### config.mk
export PLATFORM = sky130hd
export DESIGN_NAME = voxel_line_walker_3d_core
export DESIGN_NICKNAME = d
export VERILOG_FILES = /design/src/hw/rtl/vlw3d_pkg.sv /design/src/hw/rtl/voxel_line_walker_3d_core.sv
export SDC_FILE = /design/constraint.sdc
export NUM_CORES = 1
export LEC_CHECK = 0
export CAP_MARGIN = 25
export CORE_ASPECT_RATIO = 0.6
export CORE_MARGIN = 4
export CORE_UTILIZATION = 45
export CTS_CLUSTER_SIZE = 40
export DETAILED_ROUTE_END_ITERATION = 7
export DONT_BUFFER_PORTS = 1
export PLACE_DENSITY = 0.63
export SYNTH_ARGS = -nofsm -noshare
export SYNTH_HDL_FRONTEND = slang
export SYNTH_SLANG_ARGS = --single-unit
### constraint.sdc
create_clock -name i_clk -period 8 [get_ports i_clk]
set_input_delay 1.2 -clock i_clk [delete_from_list [all_inputs] [get_ports i_clk]]
set_output_delay 1.2 -clock i_clk [all_outputs]
set_load 0.005 [all_outputs]
### src/hw/rtl/vlw3d_pkg.sv
// Shared types and constants for the 3D voxel line walker.
// Item structs, axis codes and the minor-axis ordering helpers.
// No dependencies.
package vlw3d_pkg;

    localparam int COORD_BITS = 10;
    localparam int STEP_BITS  = COORD_BITS + 1;
    // errors stay within +/- 2*(2^COORD_BITS - 1); one spare bit on top
    localparam int ERR_BITS   = COORD_BITS + 3;

    typedef logic [COORD_BITS-1:0] t_coord;
    typedef logic [STEP_BITS-1:0]  t_steps;
    typedef logic [ERR_BITS-1:0]   t_err;

    typedef enum logic [1:0] {
        AXIS_X = 2'd0,
        AXIS_Y = 2'd1,
        AXIS_Z = 2'd2
    } t_axis;

    typedef enum logic {
        MODE_START   = 1'b0,
        MODE_ADVANCE = 1'b1
    } t_mode;

    typedef struct packed {
        t_mode  mode;
        t_coord start_x;
        t_coord start_y;
        t_coord start_z;
        t_coord end_x;
        t_coord end_y;
        t_coord end_z;
    } t_in_item;

    typedef struct packed {
        t_coord voxel_x;
        t_coord voxel_y;
        t_coord voxel_z;
        logic   last_voxel;
        logic   idle;
    } t_out_item;

    // first minor axis for a given major axis
    function automatic t_axis minor_a(input t_axis major);
        t_axis res;
        unique case (major)
            AXIS_X:  res = AXIS_Y;
            default: res = AXIS_X;
        endcase
        return res;
    endfunction

    // second minor axis for a given major axis
    function automatic t_axis minor_b(input t_axis major);
        t_axis res;
        unique case (major)
            AXIS_Z:  res = AXIS_Y;
            default: res = AXIS_Z;
        endcase
        return res;
    endfunction

endpackage

### src/hw/rtl/voxel_line_walker_3d_core.sv
// Top level of the 3D voxel line walker: face-connected Bresenham walk.
// Uses vlw3d_pkg for item structs, axis codes and widths.
//
// channel | direction | handshake                     | payload
// --------+-----------+-------------------------------+-----------------------
// in      | input     | i_in_valid / o_in_ready       | i_in_item  (t_in_item)
// out     | output    | o_out_valid / i_out_ready     | o_out_item (t_out_item)
//
// One item per cycle while the result is free or taken; each result is registered, shown the cycle after acceptance.
// The walk state and the result register are updated at the same edge, so
// the state update path (one add/compare on registered errors) sets the rate.
// A result held by a stalled consumer blocks new items until it is taken.
// Reset (synchronous, active low) drops any line and empties the result reg.
module voxel_line_walker_3d_core (
    input  logic                  i_clk,
    input  logic                  i_rst_n,
    input  logic                  i_in_valid,
    output logic                  o_in_ready,
    input  vlw3d_pkg::t_in_item   i_in_item,
    output logic                  o_out_valid,
    input  logic                  i_out_ready,
    output vlw3d_pkg::t_out_item  o_out_item
);

    // walk state
    vlw3d_pkg::t_coord  r_cur_x, r_cur_y, r_cur_z;
    vlw3d_pkg::t_coord  n_cur_x, n_cur_y, n_cur_z;
    logic [2:0]         r_dir, n_dir;           // per axis, 1 = +1 step
    vlw3d_pkg::t_axis   r_major, n_major;
    vlw3d_pkg::t_axis   r_axis_a, n_axis_a;
    vlw3d_pkg::t_axis   r_axis_b, n_axis_b;
    vlw3d_pkg::t_coord  r_dmaj, n_dmaj;         // deltas in role order
    vlw3d_pkg::t_coord  r_da, n_da;
    vlw3d_pkg::t_coord  r_db, n_db;
    vlw3d_pkg::t_err    r_err_a, n_err_a;
    vlw3d_pkg::t_err    r_err_b, n_err_b;
    vlw3d_pkg::t_steps  r_steps, n_steps;
    logic               r_active, n_active;

    // result register
    logic                  r_out_valid;
    vlw3d_pkg::t_out_item  r_out_item, n_out_item;

    logic                  in_accept;
    vlw3d_pkg::t_coord     dx, dy, dz;
    logic                  dir_x, dir_y, dir_z;
    vlw3d_pkg::t_axis      start_major;
    vlw3d_pkg::t_axis      move_axis;
    logic                  do_move;
    vlw3d_pkg::t_err       twice_maj, twice_a, twice_b;

    assign o_in_ready = !r_out_valid || i_out_ready;
    assign in_accept  = i_in_valid && o_in_ready;
    assign o_out_valid = r_out_valid;
    assign o_out_item  = r_out_item;

    function automatic vlw3d_pkg::t_coord step_coord(
        input vlw3d_pkg::t_coord c,
        input logic              dir,
        input logic              en
    );
        vlw3d_pkg::t_coord res;
        if (!en) begin
            res = c;
        end else if (dir) begin
            res = c + vlw3d_pkg::COORD_BITS'(1);
        end else begin
            res = c - vlw3d_pkg::COORD_BITS'(1);
        end
        return res;
    endfunction

    // start-time deltas and directions
    always_comb begin
        dir_x = i_in_item.end_x > i_in_item.start_x;
        dir_y = i_in_item.end_y > i_in_item.start_y;
        dir_z = i_in_item.end_z > i_in_item.start_z;
        dx = dir_x ? i_in_item.end_x - i_in_item.start_x
                   : i_in_item.start_x - i_in_item.end_x;
        dy = dir_y ? i_in_item.end_y - i_in_item.start_y
                   : i_in_item.start_y - i_in_item.end_y;
        dz = dir_z ? i_in_item.end_z - i_in_item.start_z
                   : i_in_item.start_z - i_in_item.end_z;
        // ties go to y, then x
        if (dy >= dx && dy >= dz) begin
            start_major = vlw3d_pkg::AXIS_Y;
        end else if (dx >= dy && dx >= dz) begin
            start_major = vlw3d_pkg::AXIS_X;
        end else begin
            start_major = vlw3d_pkg::AXIS_Z;
        end
    end

    assign twice_maj = vlw3d_pkg::ERR_BITS'({r_dmaj, 1'b0});
    assign twice_a   = vlw3d_pkg::ERR_BITS'({r_da, 1'b0});
    assign twice_b   = vlw3d_pkg::ERR_BITS'({r_db, 1'b0});

    always_comb begin
        n_cur_x    = r_cur_x;
        n_cur_y    = r_cur_y;
        n_cur_z    = r_cur_z;
        n_dir      = r_dir;
        n_major    = r_major;
        n_axis_a   = r_axis_a;
        n_axis_b   = r_axis_b;
        n_dmaj     = r_dmaj;
        n_da       = r_da;
        n_db       = r_db;
        n_err_a    = r_err_a;
        n_err_b    = r_err_b;
        n_steps    = r_steps;
        n_active   = r_active;
        move_axis  = r_major;
        do_move    = 1'b0;
        n_out_item = '0;

        if (i_in_item.mode == vlw3d_pkg::MODE_START) begin
            n_cur_x  = i_in_item.start_x;
            n_cur_y  = i_in_item.start_y;
            n_cur_z  = i_in_item.start_z;
            n_dir    = {dir_z, dir_y, dir_x};
            n_major  = start_major;
            n_axis_a = vlw3d_pkg::minor_a(start_major);
            n_axis_b = vlw3d_pkg::minor_b(start_major);
            unique case (start_major)
                vlw3d_pkg::AXIS_X: begin
                    n_dmaj = dx; n_da = dy; n_db = dz;
                end
                vlw3d_pkg::AXIS_Y: begin
                    n_dmaj = dy; n_da = dx; n_db = dz;
                end
                default: begin
                    n_dmaj = dz; n_da = dx; n_db = dy;
                end
            endcase
            n_err_a  = vlw3d_pkg::ERR_BITS'(n_da) - vlw3d_pkg::ERR_BITS'(n_dmaj);
            n_err_b  = vlw3d_pkg::ERR_BITS'(n_db) - vlw3d_pkg::ERR_BITS'(n_dmaj);
            n_steps  = vlw3d_pkg::STEP_BITS'(n_dmaj);
            n_active = (n_dmaj != '0);
            n_out_item.voxel_x    = n_cur_x;
            n_out_item.voxel_y    = n_cur_y;
            n_out_item.voxel_z    = n_cur_z;
            n_out_item.last_voxel = !n_active;
        end else if (!r_active) begin
            n_out_item.idle = 1'b1;
        end else begin
            do_move = 1'b1;
            // sign bit clear means error >= 0
            if (!r_err_a[vlw3d_pkg::ERR_BITS-1]) begin
                move_axis = r_axis_a;
                n_err_a   = r_err_a - twice_maj;
            end else if (!r_err_b[vlw3d_pkg::ERR_BITS-1]) begin
                move_axis = r_axis_b;
                n_err_b   = r_err_b - twice_maj;
            end else begin
                move_axis = r_major;
                n_err_a   = r_err_a + twice_a;
                n_err_b   = r_err_b + twice_b;
                n_steps   = r_steps - vlw3d_pkg::STEP_BITS'(1);
                if (n_steps == '0) begin
                    n_active              = 1'b0;
                    n_out_item.last_voxel = 1'b1;
                end
            end
            n_cur_x = step_coord(r_cur_x, r_dir[0],
                                 move_axis == vlw3d_pkg::AXIS_X);
            n_cur_y = step_coord(r_cur_y, r_dir[1],
                                 move_axis == vlw3d_pkg::AXIS_Y);
            n_cur_z = step_coord(r_cur_z, r_dir[2],
                                 move_axis == vlw3d_pkg::AXIS_Z);
            n_out_item.voxel_x = n_cur_x;
            n_out_item.voxel_y = n_cur_y;
            n_out_item.voxel_z = n_cur_z;
        end
        if (!do_move) begin
            move_axis = r_major;
        end
    end

    always_ff @(posedge i_clk) begin
        if (!i_rst_n) begin
            r_cur_x     <= '0;
            r_cur_y     <= '0;
            r_cur_z     <= '0;
            r_dir       <= '0;
            r_major     <= vlw3d_pkg::AXIS_X;
            r_axis_a    <= vlw3d_pkg::AXIS_Y;
            r_axis_b    <= vlw3d_pkg::AXIS_Z;
            r_dmaj      <= '0;
            r_da        <= '0;
            r_db        <= '0;
            r_err_a     <= '0;
            r_err_b     <= '0;
            r_steps     <= '0;
            r_active    <= 1'b0;
            r_out_valid <= 1'b0;
        end else begin
            if (in_accept) begin
                r_cur_x  <= n_cur_x;
                r_cur_y  <= n_cur_y;
                r_cur_z  <= n_cur_z;
                r_dir    <= n_dir;
                r_major  <= n_major;
                r_axis_a <= n_axis_a;
                r_axis_b <= n_axis_b;
                r_dmaj   <= n_dmaj;
                r_da     <= n_da;
                r_db     <= n_db;
                r_err_a  <= n_err_a;
                r_err_b  <= n_err_b;
                r_steps  <= n_steps;
                r_active <= n_active;
            end
            if (in_accept) begin
                r_out_valid <= 1'b1;
            end else if (i_out_ready) begin
                r_out_valid <= 1'b0;
            end
        end
    end

    always_ff @(posedge i_clk) begin
        if (in_accept) begin
            r_out_item <= n_out_item;
        end
    end

    // an active line always has major steps left
    a_active_steps: assert property (@(posedge i_clk) disable iff (!i_rst_n)
        r_active |-> (r_steps != '0))
        else $error("active line with no steps left");

    // a held last voxel means the line has ended
    a_last_ends_line: assert property (@(posedge i_clk) disable iff (!i_rst_n)
        (o_out_valid && !i_out_ready && o_out_item.last_voxel) |-> !r_active)
        else $error("last voxel shown while line still active");

    // advance with no line gives an idle result
    a_idle_result: assert property (@(posedge i_clk) disable iff (!i_rst_n)
        (in_accept && i_in_item.mode == vlw3d_pkg::MODE_ADVANCE && !r_active)
        |=> (o_out_valid && o_out_item.idle))
        else $error("advance without line did not report idle");

    // idle results carry zero coordinates and no last flag
    a_idle_zero: assert property (@(posedge i_clk) disable iff (!i_rst_n)
        (o_out_valid && o_out_item.idle) |->
        (o_out_item.voxel_x == '0 && o_out_item.voxel_y == '0 &&
         o_out_item.voxel_z == '0 && !o_out_item.last_voxel))
        else $error("idle result with nonzero payload");

endmodule

After elaboration in Yosys (flattened, before gate mapping)
Index checks and enable logic that the tools add are counted.

Add/sub/neg operators: 19. Order comparisons: 7. Equality and inequality tests: 8. Muxes and demuxes: 54. Bitwise operators: 1. Reduce and logical (&&, ||, !) cells: 17.

Operators with widths (number): $mux 10 (20); $mux 13 (8); $mux 31 (2); $sub 10x10->10 (6); $mux 11 (4); $ge 10x10->1 (4); $add 10x1->10 const B (3); $gt 10x10->1 (3); $sub 10x1->10 const B (3); $add 13x11->13 (2); $sub 13x11->13 (2); $sub 10x10->11 (2); $pmux 10 s2 (1); $mux 2 (7); $mux 1 (12); $logic_not 11->1 (1); $sub 11x1->11 const B (1); $reduce_bool 10->1 (1); $ne 2x1->1 const B (3); $reduce_and 3->1 (2); $eq 2x1->1 const B (2); $eq 2x2->1 const B (2); $logic_not 2->1 (2); $reduce_and 2->1 (2); 8 further kinds (11).

Register bits: 140. Input port bits: 65. Word-level logic and storage cells: 127.

Longest topological paths before layout
Gate-level depths: netlist (run 1).

Depth after elaboration: 12. Mapped depth: 41. Gate-level depth less buffers: 38.

Worst setup path after synthesis (run 1)
No wires, ideal clock.

Kind: input to register. Start: input i_in_item[20] (netlist bit). End: register r_err_b[12]. Library setup time: 0.070 ns. Arrival time: 7.503 ns. Path slack: 0.427 ns. Cell stages on the path: 38. Path through: inv_1 ha_1 inv_1 fa_1 a21o_1 a221o_1 o31a_1 nand2_1 clkbuf_1 mux2i_1 o21ai_0 a21oi_1 xnor2_1 ha_1 nand4_1 nor2_1 o21ai_0 o221a_2 [... 2 more ...] buf_2 a21oi_1 o21ai_0 inv_1 ha_1 nor2b_1 o21ai_0 nand2b_1 and2_1 o21ai_0 nand2_1 and2_1 o21ai_0 nand2b_1 and2_1 o21ai_0 a21oi_1 a21oi_1.

Longest elaborated chain between the ends: 12.

Ends and longest elaborated chain: start: declaration (line voxel_line_walker_3d_core.sv:19) `input vlw3d_pkg::t_in_item i_in_item,`; $sub 10x10->10, or another cell as far along (line voxel_line_walker_3d_core.sv:79) `: i_in_item.start_x - i_in_item.end_x;`; $mux 10 * (line voxel_line_walker_3d_core.sv:78) `dx = dir_x ? i_in_item.end_x - i_in_item.start_x`; $ge 10x10->1 (line voxel_line_walker_3d_core.sv:87) `end else if (dx >= dy && dx >= dz) begin`; $logic_and 1x1->1 (line voxel_line_walker_3d_core.sv:87); $mux 2 (line voxel_line_walker_3d_core.sv:87); $mux 2 (line voxel_line_walker_3d_core.sv:85) `if (dy >= dx && dy >= dz) begin`; $eq 2x1->1 or $logic_not 2->1 (tied branches) (line voxel_line_walker_3d_core.sv:125) `unique case (start_major)`; $reduce_or 2->1 (no line); $mux 10 (line voxel_line_walker_3d_core.sv:125); $mux 10 (line voxel_line_walker_3d_core.sv:117) `if (i_in_item.mode == vlw3d_pkg::MODE_START) begin`; $sub 10x10->11 * (line voxel_line_walker_3d_core.sv:137) `n_err_b = vlw3d_pkg::ERR_BITS'(n_db) - vlw3d_pkg::ERR_BITS'(n_dmaj);`; $mux 13 * (line voxel_line_walker_3d_core.sv:117); end signal: assignment (line voxel_line_walker_3d_core.sv:210) `r_err_b <= n_err_b;`; end: declaration (line voxel_line_walker_3d_core.sv:36) `vlw3d_pkg::t_err r_err_b, n_err_b;`.

Every way passes the cells marked *; elsewhere a longest branch is shown, timed or not. The select of a mux whose other input is x is not followed. A chain may end at the register's enable or synchronous reset.

Final worst setup path (run 1)
Start: input i_in_item[20] (netlist bit). End: register r_err_b[11].

The elaborated chain is that of the path after synthesis.

==> metrics.txt, run 1 <==
Avg WL per Cell around 21 um; die area 0.03166 sq mm; fraction of layout cells with a size suffix above 1 7.185%; pre-CTS WS 0.04388 ns; IO Count 99; post-CTS setup buffers 0; Post-Syn Instances ~1700; cell mode on critical path o21ai_0; multi-input logic area 0.009071 sq mm; Crit path depth 35; vias per inst a little under 6; Max Freq 135.7 MHz; DRC 0; hold buffers post-CTS 0; Max clock buf depth 2; period utilization approximately 90%; largest net degree at the start of global routing 117; Sink Count ~140; vias in the first global route ~11000; most common cell after layout, fill and taps aside nor2_1; dominant synthesized flop cell dfxtp_1; CTS Root Cell clkbuf_16; #FFs+latches synth 136; Post-Layout Cell Count 2079; HPWL after DPL approximately 33 mm; FF+latch area just over 0.003 sq mm; worst endpoint required time roughly 8.4 ns; # rows between 40 and 50; DIE WIDTH 227.1 um; number of port buffers 0; delay-heaviest family, CP compound AO/OA/AOI/OAI gates; routed vias roughly 12000; MaxCap Viol Count 0; core area 0.02793 sq mm; nets@finish roughly 1900; crit path time final 7.367 ns; Layout area overhead 9.530%; Synth top area share 16.07%; Post-synth EDFFs 32; asr flop ratio synth 0%; gpl congestion 0.9679; dpl cells 2047; Synthesized Nets 1932; Hold Path Class reg2reg; Leak 6.348 nW; cts bufs inserted 17; Avg Cell Area, Syn ~7.6 sq um; Setup Viol. Count Final 0; most frequent cells in the layout nor2_1, a21oi_1, ha_1; reg2reg path depth 18; worst slew pin tran 1.121 ns; crit-path max cell delay 0.39 ns; diodes inserted 0; DR iter-0 viols 1492; Reg clk slew, reported paths 0.06 ns; Cell variety after synth 83; grt total ovfl 0; Slew HR 25.29%; GRT Util Overall 26.68%; initial antenna violation count 2; hold path depth 2; final worst slack 0.6327 ns; Arr. time, crit path 7.75 ns; Routed WL 42.88 mm; clock skew between 0.01 and 0.015 ns; outcome completed; startpoint types input port; Post-Syn Area 0.01296 sq mm; Slowest cell on crit path fa_1; Final Hold Fails 0; maximum VDD drop 0.1734 mV; H-tree depth 4; Final TNS setup 0 ns; r2r setup slk 4.27 ns; # fillers 2655; drt first pass iters 6; first-pass GRT wire length 64.85 mm; Power Density roughly 360 mW/mm^2; area leader, netlist dfxtp_1; CP max FO 12; top cells by area, synth dfxtp_1, ha_1, edfxtp_1; CP endpoint kind flip-flop; Starting Density between 40% and 50%; PostCTS Resize Cnt 0; Ys Warns 0; Die Ht 139.4 um; later-pin clock latency in the skew report about 0.45 ns; max-slew violations 0; sequential share of the synthesized area 23.48%; CTS tree built; WS Path Type in2reg; Post-DRT Antenna Nets 0; Buf+Inv Stages, Crit Path 6
path summary, 6_finish.rpt:
path | start | end
worst max-delay path | i_in_item[20] | r_err_b[11]
worst min-delay path | r_db[0] | r_db[0]
worst max register to register | r_dmaj[1] | r_err_b[12]
worst min register to register | r_db[0] | r_db[0]
tightest hold or removal path, cell delays in order (launching register included):
cell,delay [ns]
dfxtp_1,0.31
nand2_1,0.05
a21oi_1,0.05
cells in the mapped netlist, drive strengths merged (5+ instances only):
cell type and number:
nor2 190, a21oi 182, ha 160, inv 159, nand2 143, o21ai 122, dfxtp 104, xnor2 72
clkbuf 57, a211oi 45, a21o 44, nor3 41, mux2i 37, edfxtp 32, o211ai 25, o21bai 25
nand2b 24, nand3 21, nor2b 20, xor2 20, o22ai 16, buf 14, fa 13, o21a 11
nand4 10, a31oi 8, a21boi 7, and2 7, or3 7, a211o 6, a22oi 6, mux2 6
nor3b 5
layer usage:
metal / GRT usage [%] / vias to the layer above / wire length (um)
met1: 43.66 / 5648 / 21960
li1: - / 5945 / -
met2: 32.78 / 513 / 15360
met4: 4.963 / 0 / 557
met5: 0 / - / 0
met3: 8.967 / 31 / 5002
kinds of logic after synthesis:
group,Yosys count,share of synthesized area (%)
xor gates and xnor gates,92,6.276
DFF,136,23.48
AOI/OAI and AO/OA,531,25.62
and+or+nand+nor,486,16.69
buffers and inverters,231,6.874
adders and majority gates,175,17.62
muxes,43,3.437
registers in the layout (all words and copies together) (netlist names), 2 cells and up:
name        cells
r_dir           3
r_dmaj         10
r_cur_y        10
r_axis_b        2
r_cur_x        10
o_out_item     32
r_cur_z        10
r_steps        11
r_err_b        12
r_db           10
r_err_a        12
r_da           10
power by group:
group | switching (mW) | leakage (nW) | total, mW | internal (mW)
Sequential | 0.0784 | 1.17 | 0.872 | 0.793
Combinational | 2.00 | 4.89 | 3.40 | 1.40
Clock | 0.360 | 0.283 | 0.827 | 0.467
area by class of cell:
class                   instances  area share (%)
multi-input cells            1327           63.91
flip-flops and latches        136           21.44
inverters                     160           4.231
well taps                     367           3.235
clock buffers                  18           3.024
repair buffers                 57           3.015
clock inverters                14           1.146
per-stage QoR:
step | util (%) | total power, mW | area (sq um) | hold WS, ns
global route | 50.81 | 5.469 | 14190 | 0.4731
global placement | 48.62 | 4.110 | 13580 | 0.4441
detailed placement | 48.62 | 4.146 | 13580 | 0.4479
finish | 50.81 | 5.094 | 14190 | 0.4546
CTS | 50.74 | 4.997 | 14170 | 0.4572
floorplan | - | 3.242 | 12960 | 0.4322
Power figures use the tool's default switching activity.
==> inputs of run 2 (changes only) <==
Settings changed: CORE_UTILIZATION 45 to 40, PLACE_DENSITY 0.63 to 0.57.
==> metrics.txt, run 2 (synthesis results as in run 1) <==
outcome completed; diodes inserted 0; core area 0.03153 sq mm; crit-path max cell delay 0.54 ns; # fillers around 3200; most frequent cells in the layout nor2_1, a21oi_1, ha_1; cell area after placement roughly 0.014 sq mm; Final TNS setup 0 ns; Die Ht 147.4 um; CP max FO 13; CTS Root Cell clkbuf_16; Reg2Reg Launch Point r_dmaj[0]; Power Density approximately 360 mW/mm^2; number of flip-flops in the largest register 32; post-CTS setup buffers 0; busiest grt layer met1; startpoint types input port; first-pass GRT wire length 66.65 mm; multi-input logic area 0.009062 sq mm; delay-heaviest family, CP compound AO/OA/AOI/OAI gates; worst slew pin tran 0.9986 ns; Slew HR 33.18%; Max Freq roughly 130 MHz; clock skew 0.01111 ns; Leak 6.381 nW; worst hold slack 0.4546 ns; grt total ovfl 0; die area 0.03543 sq mm; worst endpoint required time 8.38 ns; RSZ-0062 raised after global routing false; reg2reg path depth 18; drt first pass iters 7; # rows 50; Post-Layout Cell Count 2137; Setup Viol. Count Final 0; DRC 0; H-tree depth 4; vias in the first global route 10980; number of port buffers 0; fraction of layout cells with a size suffix above 1 7.612%; Sink Count 136; DIE WIDTH 240.4 um; Layout area overhead 10.34%; Buf+Inv Stages, Crit Path 5; cts bufs inserted 17; gpl congestion 1.006; Hold Path Class reg2reg; crit path time final about 7.4 ns; Min-Delay Endpoint r_db[0]; final worst slack 0.5779 ns; CP endpoint kind flip-flop; Avg WL per Cell 20.45 um; hold path depth 2; Reg clk slew, reported paths 0.06 ns; global routing usage on met1 39.84%; Slowest cell on crit path xnor2_1; DR iter-0 viols 1428; IO Count 99; Starting Density between 40% and 50%; Routed WL between 40 and 50 mm; CTS tree built; largest net degree at the start of global routing 117; nets@finish slightly below 2000; Max clock buf depth 2; maximum VDD drop 0.2687 mV; dpl cells 2105; vias per inst 5.710; later-pin clock latency in the skew report 0.46 ns; RR Endpoint r_err_b[12]; final instance area 0.01430 sq mm; initial antenna violation count 2; GRT Util Overall 24.41%; routing usage on met3 7.086%; MaxCap Viol Count 0; most common cell after layout, fill and taps aside nor2_1; Post-DRT Antenna Nets 0; period utilization 92.78%; Arr. time, crit path 7.81 ns; Final Hold Fails 0; GR Util met2 between 30% and 40%; pre-CTS WS 0.1619 ns; WS Path Type in2reg; max-slew violations 0; r2r setup slk around 4.3 ns; routed vias approximately 12000; hold path startpoint r_db[0]; FF+latch area 0.003043 sq mm; HPWL after DPL 33.88 mm
[run 2: cell count changes in the layout (fill, tap and decap cells not counted), moves of 2 or more]
cell / before / now
buf_4: 57 / 66
clkinv_2: 0 / 2
clkinvlp_4: 2 / 4
inv_8: 2 / 0
[run 2: worst max path at each step]
stage                     cells after the start  slack, ns           to           from
after CTS                                    36       0.62  r_err_b[12]  i_in_item[20]
after floorplan                              38       0.43  r_err_b[12]  i_in_item[20]
after detailed placement                     36       0.16  r_err_b[12]  i_in_item[20]
after global placement                       36       0.20  r_err_b[12]  i_in_item[20]
after global routing                         36       0.05  r_err_b[10]  i_in_item[10]
final                                        37       0.58  r_err_b[12]   i_in_item[0]
[run 2: final cells by class]
type	count	share of cell area [%]
clock inverter	14	1.033
inverter	160	4.200
multi-input combinational	1327	63.38
timing repair buffer	66	3.465
tap	416	3.640
clock buffer	18	3.001
sequential	136	21.28
[run 2: repair_timing]
item                                    4_1_cts  5_1_grt
resized for setup                             0        1
endpoints found under the setup margin        0        3
hold buffers                                  0        0
[run 2: worst min-delay path, delay by kind of cell (launching register included)]
| family | cells | cell delay (ns) |
|---|---|---|
| flops | 1 | 0.31 |
| simple gates | 1 | 0.05 |
| compound gates | 1 | 0.05 |
[run 2: report_power, final]
group          total [mW]  switching, mW  internal, mW
combinational        3.49           2.04          1.45
sequential          0.874         0.0801         0.794
clock               0.804          0.345         0.459
[run 2: per-layer routing]
layer  vias to the layer above  part of all wire (%)
li1                       5971                     -
met3                        33                    11
met5                         -                 0.030
met1                      5679                    51
met4                         2                   1.0
met2                       518                    36
[run 2: per-stage QoR]
stage	util (%)	total power, mW
after floorplan	-	3.242
after global placement	43.50	4.244
after detailed placement	43.50	4.263
after CTS	45.33	5.090
after global routing	45.35	5.535
final	45.35	5.165
